===== config.mk =====
export PLATFORM = sky130hd
export DESIGN_NAME = zpoa_ctrl
export DESIGN_NICKNAME = d
export VERILOG_FILES = /design/src/sv/zero_phase_overlap_add_macros.svh /design/src/sv/zpoa_pkg.sv /design/src/sv/zpoa_ctrl.sv
export SDC_FILE = /design/constraint.sdc
export NUM_CORES = 1
export LEC_CHECK = 0
export BUFFER_PORTS_ARGS = -buffer_cell sky130_fd_sc_hd__buf_2
export CORE_AREA = 4 4 41 43
export DETAILED_ROUTE_END_ITERATION = 8
export DIE_AREA = 0 0 45 47
export PLACE_DENSITY_LB_ADDON = 0.05
export REMOVE_ABC_BUFFERS = 1
export SLEW_MARGIN = 0
export SYNTH_ARGS = -nofsm -noshare
export SYNTH_HDL_FRONTEND = slang
export SYNTH_SLANG_ARGS = --single-unit

===== constraint.sdc =====
create_clock -name clk -period 1.8 [get_ports clk]
set_clock_uncertainty 0.15 [all_clocks]
set_input_delay 0.45 -clock clk [delete_from_list [all_inputs] [get_ports clk]]
set_output_delay 0.45 -clock clk [all_outputs]
set_load 0.05 [all_outputs]

===== src/sv/zero_phase_overlap_add_macros.svh =====
// ----------------------------------------------------------------------------
// Assertion macros for the zero-phase overlap-add block
// Shared forms for the concurrent checks written at the end of the top level.
// ----------------------------------------------------------------------------
`ifndef ZERO_PHASE_OVERLAP_ADD_MACROS_SVH
`define ZERO_PHASE_OVERLAP_ADD_MACROS_SVH

// The consequent must hold in the same cycle as the antecedent.
`define ZPOA_ASSERT_SAME(lbl, ante, cons, msg) \
	lbl: assert property (@(posedge clk) disable iff (!arst_n) (ante) |-> (cons)) \
		else $error(msg);

// The consequent must hold in the cycle after the antecedent.
`define ZPOA_ASSERT_NEXT(lbl, ante, cons, msg) \
	lbl: assert property (@(posedge clk) disable iff (!arst_n) (ante) |=> (cons)) \
		else $error(msg);

`endif


===== src/sv/zpoa_pkg.sv =====
`timescale 1ns / 1ps
// ----------------------------------------------------------------------------
// zpoa_pkg
// Widths, reset values, register codes and the command and status words
// shared by the controller, the datapath and the top level.
// ----------------------------------------------------------------------------
package zpoa_pkg;

	// Field widths.
	localparam int SMP_W = 16;
	localparam int ACC_W = 24;
	localparam int OUT_W = 32;
	localparam int FS_W  = 10;
	localparam int HOP_W = 7;

	// Default sizes of the history and of the hop.
	localparam int DEF_MAX_FRAME = 512;
	localparam int DEF_MAX_HOP   = 64;

	// Register reset values.
	localparam logic [FS_W-1:0]  FRAME_RST = FS_W'(512);
	localparam logic [HOP_W-1:0] HOP_RST   = HOP_W'(64);

	// Register indexes on the configuration port.
	typedef enum logic {
		REG_FRAME_SIZE = 1'b0,
		REG_HOP_SIZE   = 1'b1
	} zpoa_reg_t;

	// Commands from the controller to the datapath.
	typedef struct packed {
		logic clr_start;
		logic clr_step;
		logic accept;
		logic adv;
		logic rd_sample;
		logic wr_sample;
		logic emit_rd;
		logic emit_load;
	} zpoa_cmd_t;

	// Status from the datapath to the controller.
	typedef struct packed {
		logic clr_done;
		logic idx_zero;
		logic frame_end;
		logic h_zero;
		logic k_last;
		logic out_free;
	} zpoa_stat_t;

endpackage


===== src/sv/zpoa_ctrl.sv =====
`timescale 1ns / 1ps
// ----------------------------------------------------------------------------
// zpoa_ctrl
// Sequencer for the overlap-add block: clearing pass, per-sample
// read-modify-write of the history, and the end-of-frame output burst.
// ----------------------------------------------------------------------------
module zpoa_ctrl
	import zpoa_pkg::*;
(
	input  logic       clk,
	input  logic       arst_n,
	input  logic       cfg_wr,
	input  logic       in_valid,
	output logic       in_ready,
	input  zpoa_stat_t stat,
	output zpoa_cmd_t  cmd
);

	typedef enum logic [2:0] {
		ST_CLR,
		ST_IDLE,
		ST_ADV,
		ST_RD,
		ST_WR,
		ST_E_RD,
		ST_E_LD
	} state_t;

	state_t state_q;
	state_t state_d;

	// Next state and commands.
	always_comb begin
		state_d  = state_q;
		cmd      = '0;
		in_ready = 1'b0;
		unique case (state_q)
			ST_CLR: begin
				cmd.clr_step = 1'b1;
				if (stat.clr_done) begin
					state_d = ST_IDLE;
				end
			end
			ST_IDLE: begin
				in_ready = 1'b1;
				if (in_valid) begin
					cmd.accept = 1'b1;
					state_d    = stat.idx_zero ? ST_ADV : ST_RD;
				end
			end
			ST_ADV: begin
				cmd.adv = 1'b1;
				state_d = ST_RD;
			end
			ST_RD: begin
				cmd.rd_sample = 1'b1;
				state_d       = ST_WR;
			end
			ST_WR: begin
				cmd.wr_sample = 1'b1;
				if (stat.frame_end) begin
					state_d = stat.h_zero ? ST_IDLE : ST_E_RD;
				end else begin
					// The next word of the same frame may enter while this one is written.
					in_ready = 1'b1;
					if (in_valid) begin
						cmd.accept = 1'b1;
						state_d    = stat.idx_zero ? ST_ADV : ST_RD;
					end else begin
						state_d = ST_IDLE;
					end
				end
			end
			ST_E_RD: begin
				cmd.emit_rd = 1'b1;
				state_d     = ST_E_LD;
			end
			ST_E_LD: begin
				if (stat.out_free) begin
					cmd.emit_load = 1'b1;
					state_d       = stat.k_last ? ST_IDLE : ST_E_RD;
				end
			end
			default: begin
				state_d = ST_CLR;
			end
		endcase
		// A register write restarts the clearing pass from any state.
		if (cfg_wr) begin
			cmd          = '0;
			cmd.clr_start = 1'b1;
			in_ready     = 1'b0;
			state_d      = ST_CLR;
		end
	end

	// State register.
	always_ff @(posedge clk or negedge arst_n) begin
		if (!arst_n) begin
			state_q <= ST_CLR;
		end else begin
			state_q <= state_d;
		end
	end

endmodule


==> impl_metrics.json <==
{
  "wl_per_cell_um": 11.70,
  "worstPathArrival_ns": 1.34,
  "numPortBuffers": 18,
  "synth-seq-area-share": 0.2182,
  "synthCells": 43,
  "grt_pass1_wl_mm": 1.669,
  "vias": 469,
  "end_kind": "output pin",
  "cp_max_fo": 5,
  "layout_common_cells": "buf_4 (19), buf_2 (11), buf_6 (7)",
  "cap_violations": 0,
  "vdd_ir_drop_max_uv": 360.0,
  "reg.largest.list": "state_q x3",
  "drtIter0Drc": 2,
  "firstDrtPassIters": 4,
  "io_pins": 19,
  "wirelength_mm": 1.135,
  "nets": 93,
  "finalHoldViolations": 0,
  "place_hpwl_um": 770.9,
  "r2r_cells": 7,
  "start_util": 0.2644,
  "clk_pin_slew_ns": 0.04,
  "largest_reg_flops": 3,
  "synth_top_cell_by_area": "dfrtp_1",
  "die_height_um": 47,
  "antenna_found_initial": 0,
  "grt_max_degree": 11,
  "hold_class": "in2async",
  "track_usage": 0.1116,
  "largest-register": "state_q",
  "synth_area_sq_um": 344.1,
  "drive_gt1_frac": 0.6951,
  "grt_pass1_vias": 395,
  "instances_no_fill": 97,
  "clk_latency_ns": 0.24,
  "min_period_ns": 1.935,
  "final.period_utilization": 1.075,
  "fillers": 130,
  "violations": "negative setup slack",
  "synth-seq-cells": 3,
  "final_common_cell": "buf_4",
  "synth_warnings": 0,
  "crit_type": "reg2out",
  "finalWorstSetupSlack_ns": -0.1352,
  "slew_headroom": 0.8190,
  "required_ns": 1.20,
  "status": "finished, violations left",
  "clock-sinks": 3,
  "synth_top_cell_area_share": 0.2182,
  "gp_congestion": 0.7495,
  "area_growth_syn_to_layout_pct": 114.2,
  "setup-violations-final": 7,
  "p_leak_nw": 0.3445,
  "avgSynthCellArea_sq_um": 8.002,
  "fmax_mhz": 516.7,
  "gr-total-overflow": 0,
  "fin_area_sq_um": 737.0,
  "ys_types": 27,
  "core_sq_um": 1301,
  "setup_tns_ns": -0.5806,
  "ant_nets": 0,
  "start_kind": "register",
  "die_w_um": 45,
  "synth_area_leaders": "dfrtp_1 (22%), nor3_1 (7.3%), nor3b_1 (6.5%)",
  "viasPerCell": 4.835,
  "die-area_sq_um": 2115,
  "drc_errors": 0,
  "htree_levels": 1,
  "worst_pin_slew_ns": 0.2694,
  "clock_path_buffers": 2,
  "drv_slew": 0,
  "total_power_uw": 410.5,
  "cts_root_buf": "clkbuf_4",
  "diodes": 0,
  "cts_made_buffers": 3,
  "dpl_cell_area_sq_um": 511.7,
  "power_density_nw_per_um2": 557.1,
  "dpl.cell_count": 84,
  "rows": 13,
  "cts_tree": "done",
  "rsz0062_at_grt": "yes"
}
## cells by family after synthesis
family,count (synthesis),synth area share
AO/OA/AOI/OAI,11,0.2145
buffers and inverters,6,0.1127
flip-flops,3,0.2182
multiplexers,2,0.05818
AND/OR/NAND/NOR,21,0.3964
## cells in the mapped netlist
| cell type | number |
|---|---|
| buf_2 | 1 |
| nor3_2 | 1 |
| o31a_1 | 1 |
| a31o_1 | 1 |
| nand2b_1 | 1 |
| o21ai_0 | 1 |
| nor3b_1 | 3 |
| a31o_2 | 1 |
| nand2_1 | 1 |
| buf_4 | 2 |
| a31oi_1 | 2 |
| and4bb_2 | 1 |
| nor3_1 | 5 |
| or2b_1 | 1 |
| nor4_1 | 1 |
| a21oi_2 | 1 |
| o21ai_1 | 2 |
| nor2b_1 | 2 |
| buf_6 | 1 |
| dfrtp_1 | 3 |
| a21oi_1 | 1 |
| and4bb_1 | 1 |
| inv_1 | 2 |
| o22ai_1 | 1 |
| and2_1 | 1 |
| mux2i_1 | 2 |
| nor2_1 | 3 |
## stage by stage
| stage | setup slack [ns] | utilization | hold WS, ns |
|---|---|---|---|
| after floorplan | -0.8521 | - | 0.004409 |
| after global placement | -0.09441 | 0.3933 | 0.09831 |
| after detailed placement | -0.1045 | 0.3933 | 0.09614 |
| after CTS | -0.1542 | 0.4817 | 0.3719 |
| after global routing | -0.2170 | 0.5663 | 0.3802 |
| final | -0.1352 | 0.5663 | 0.3774 |
## final timing paths
check	start	slack [ns]	endpoint
min in group clk	stat[0]	0.44	state_q[2]$_DFFE_PN0P_
hold reg to reg	state_q[0]$_DFFE_PN0P_	0.70	state_q[0]$_DFFE_PN0P_
hold / removal	arst_n	0.38	state_q[1]$_DFFE_PN0P_
setup reg to reg	state_q[2]$_DFFE_PN0P_	0.14	state_q[0]$_DFFE_PN0P_
setup / recovery	state_q[0]$_DFFE_PN0P_	-0.14	cmd[0]
max in group asynchronous	arst_n	1.00	state_q[0]$_DFFE_PN0P_
## final cells by class
class / instances / area (sq um) / area share
multi-input combinational: 34 / 305.3 / 0.4143
timing repair buffer: 39 / 301.5 / 0.4092
sequential: 3 / 77.57 / 0.1053
clock buffer: 4 / 26.28 / 0.03565
tap: 15 / 18.77 / 0.02547
inverter: 2 / 7.507 / 0.01019
## power by group
part           switching [mW]  internal (mW)  leakage (nW)
registers             0.00907         0.0743        0.0373
logic                   0.104          0.104         0.292
clock network          0.0359         0.0831        0.0150
total                   0.149          0.262         0.345
## what timing repair did
item | CTS | global route
pin swaps | 0 | 2
hold buffers | 1 | 0
buffers inserted | 0 | 8
hold endpoints to repair | 3 | 0
gates resized for setup | 22 | 11
setup endpoints to repair | 8 | 8
## critical path, stage by stage, from the launching register on
cell     delay (ns)
dfrtp_2        0.43
or2b_1         0.29
nor3_2         0.20
buf_6          0.18
## routing by layer
layer	global-route usage	up-vias	share of wire
met2	0.1751	16	0.50
met3	0.02299	2	0.059
met4	0.07018	0	0.014
li1	-	237	-
met5	0	-	0
met1	0.1396	214	0.42
Note: power is estimated with default switching activity, not from simulation.
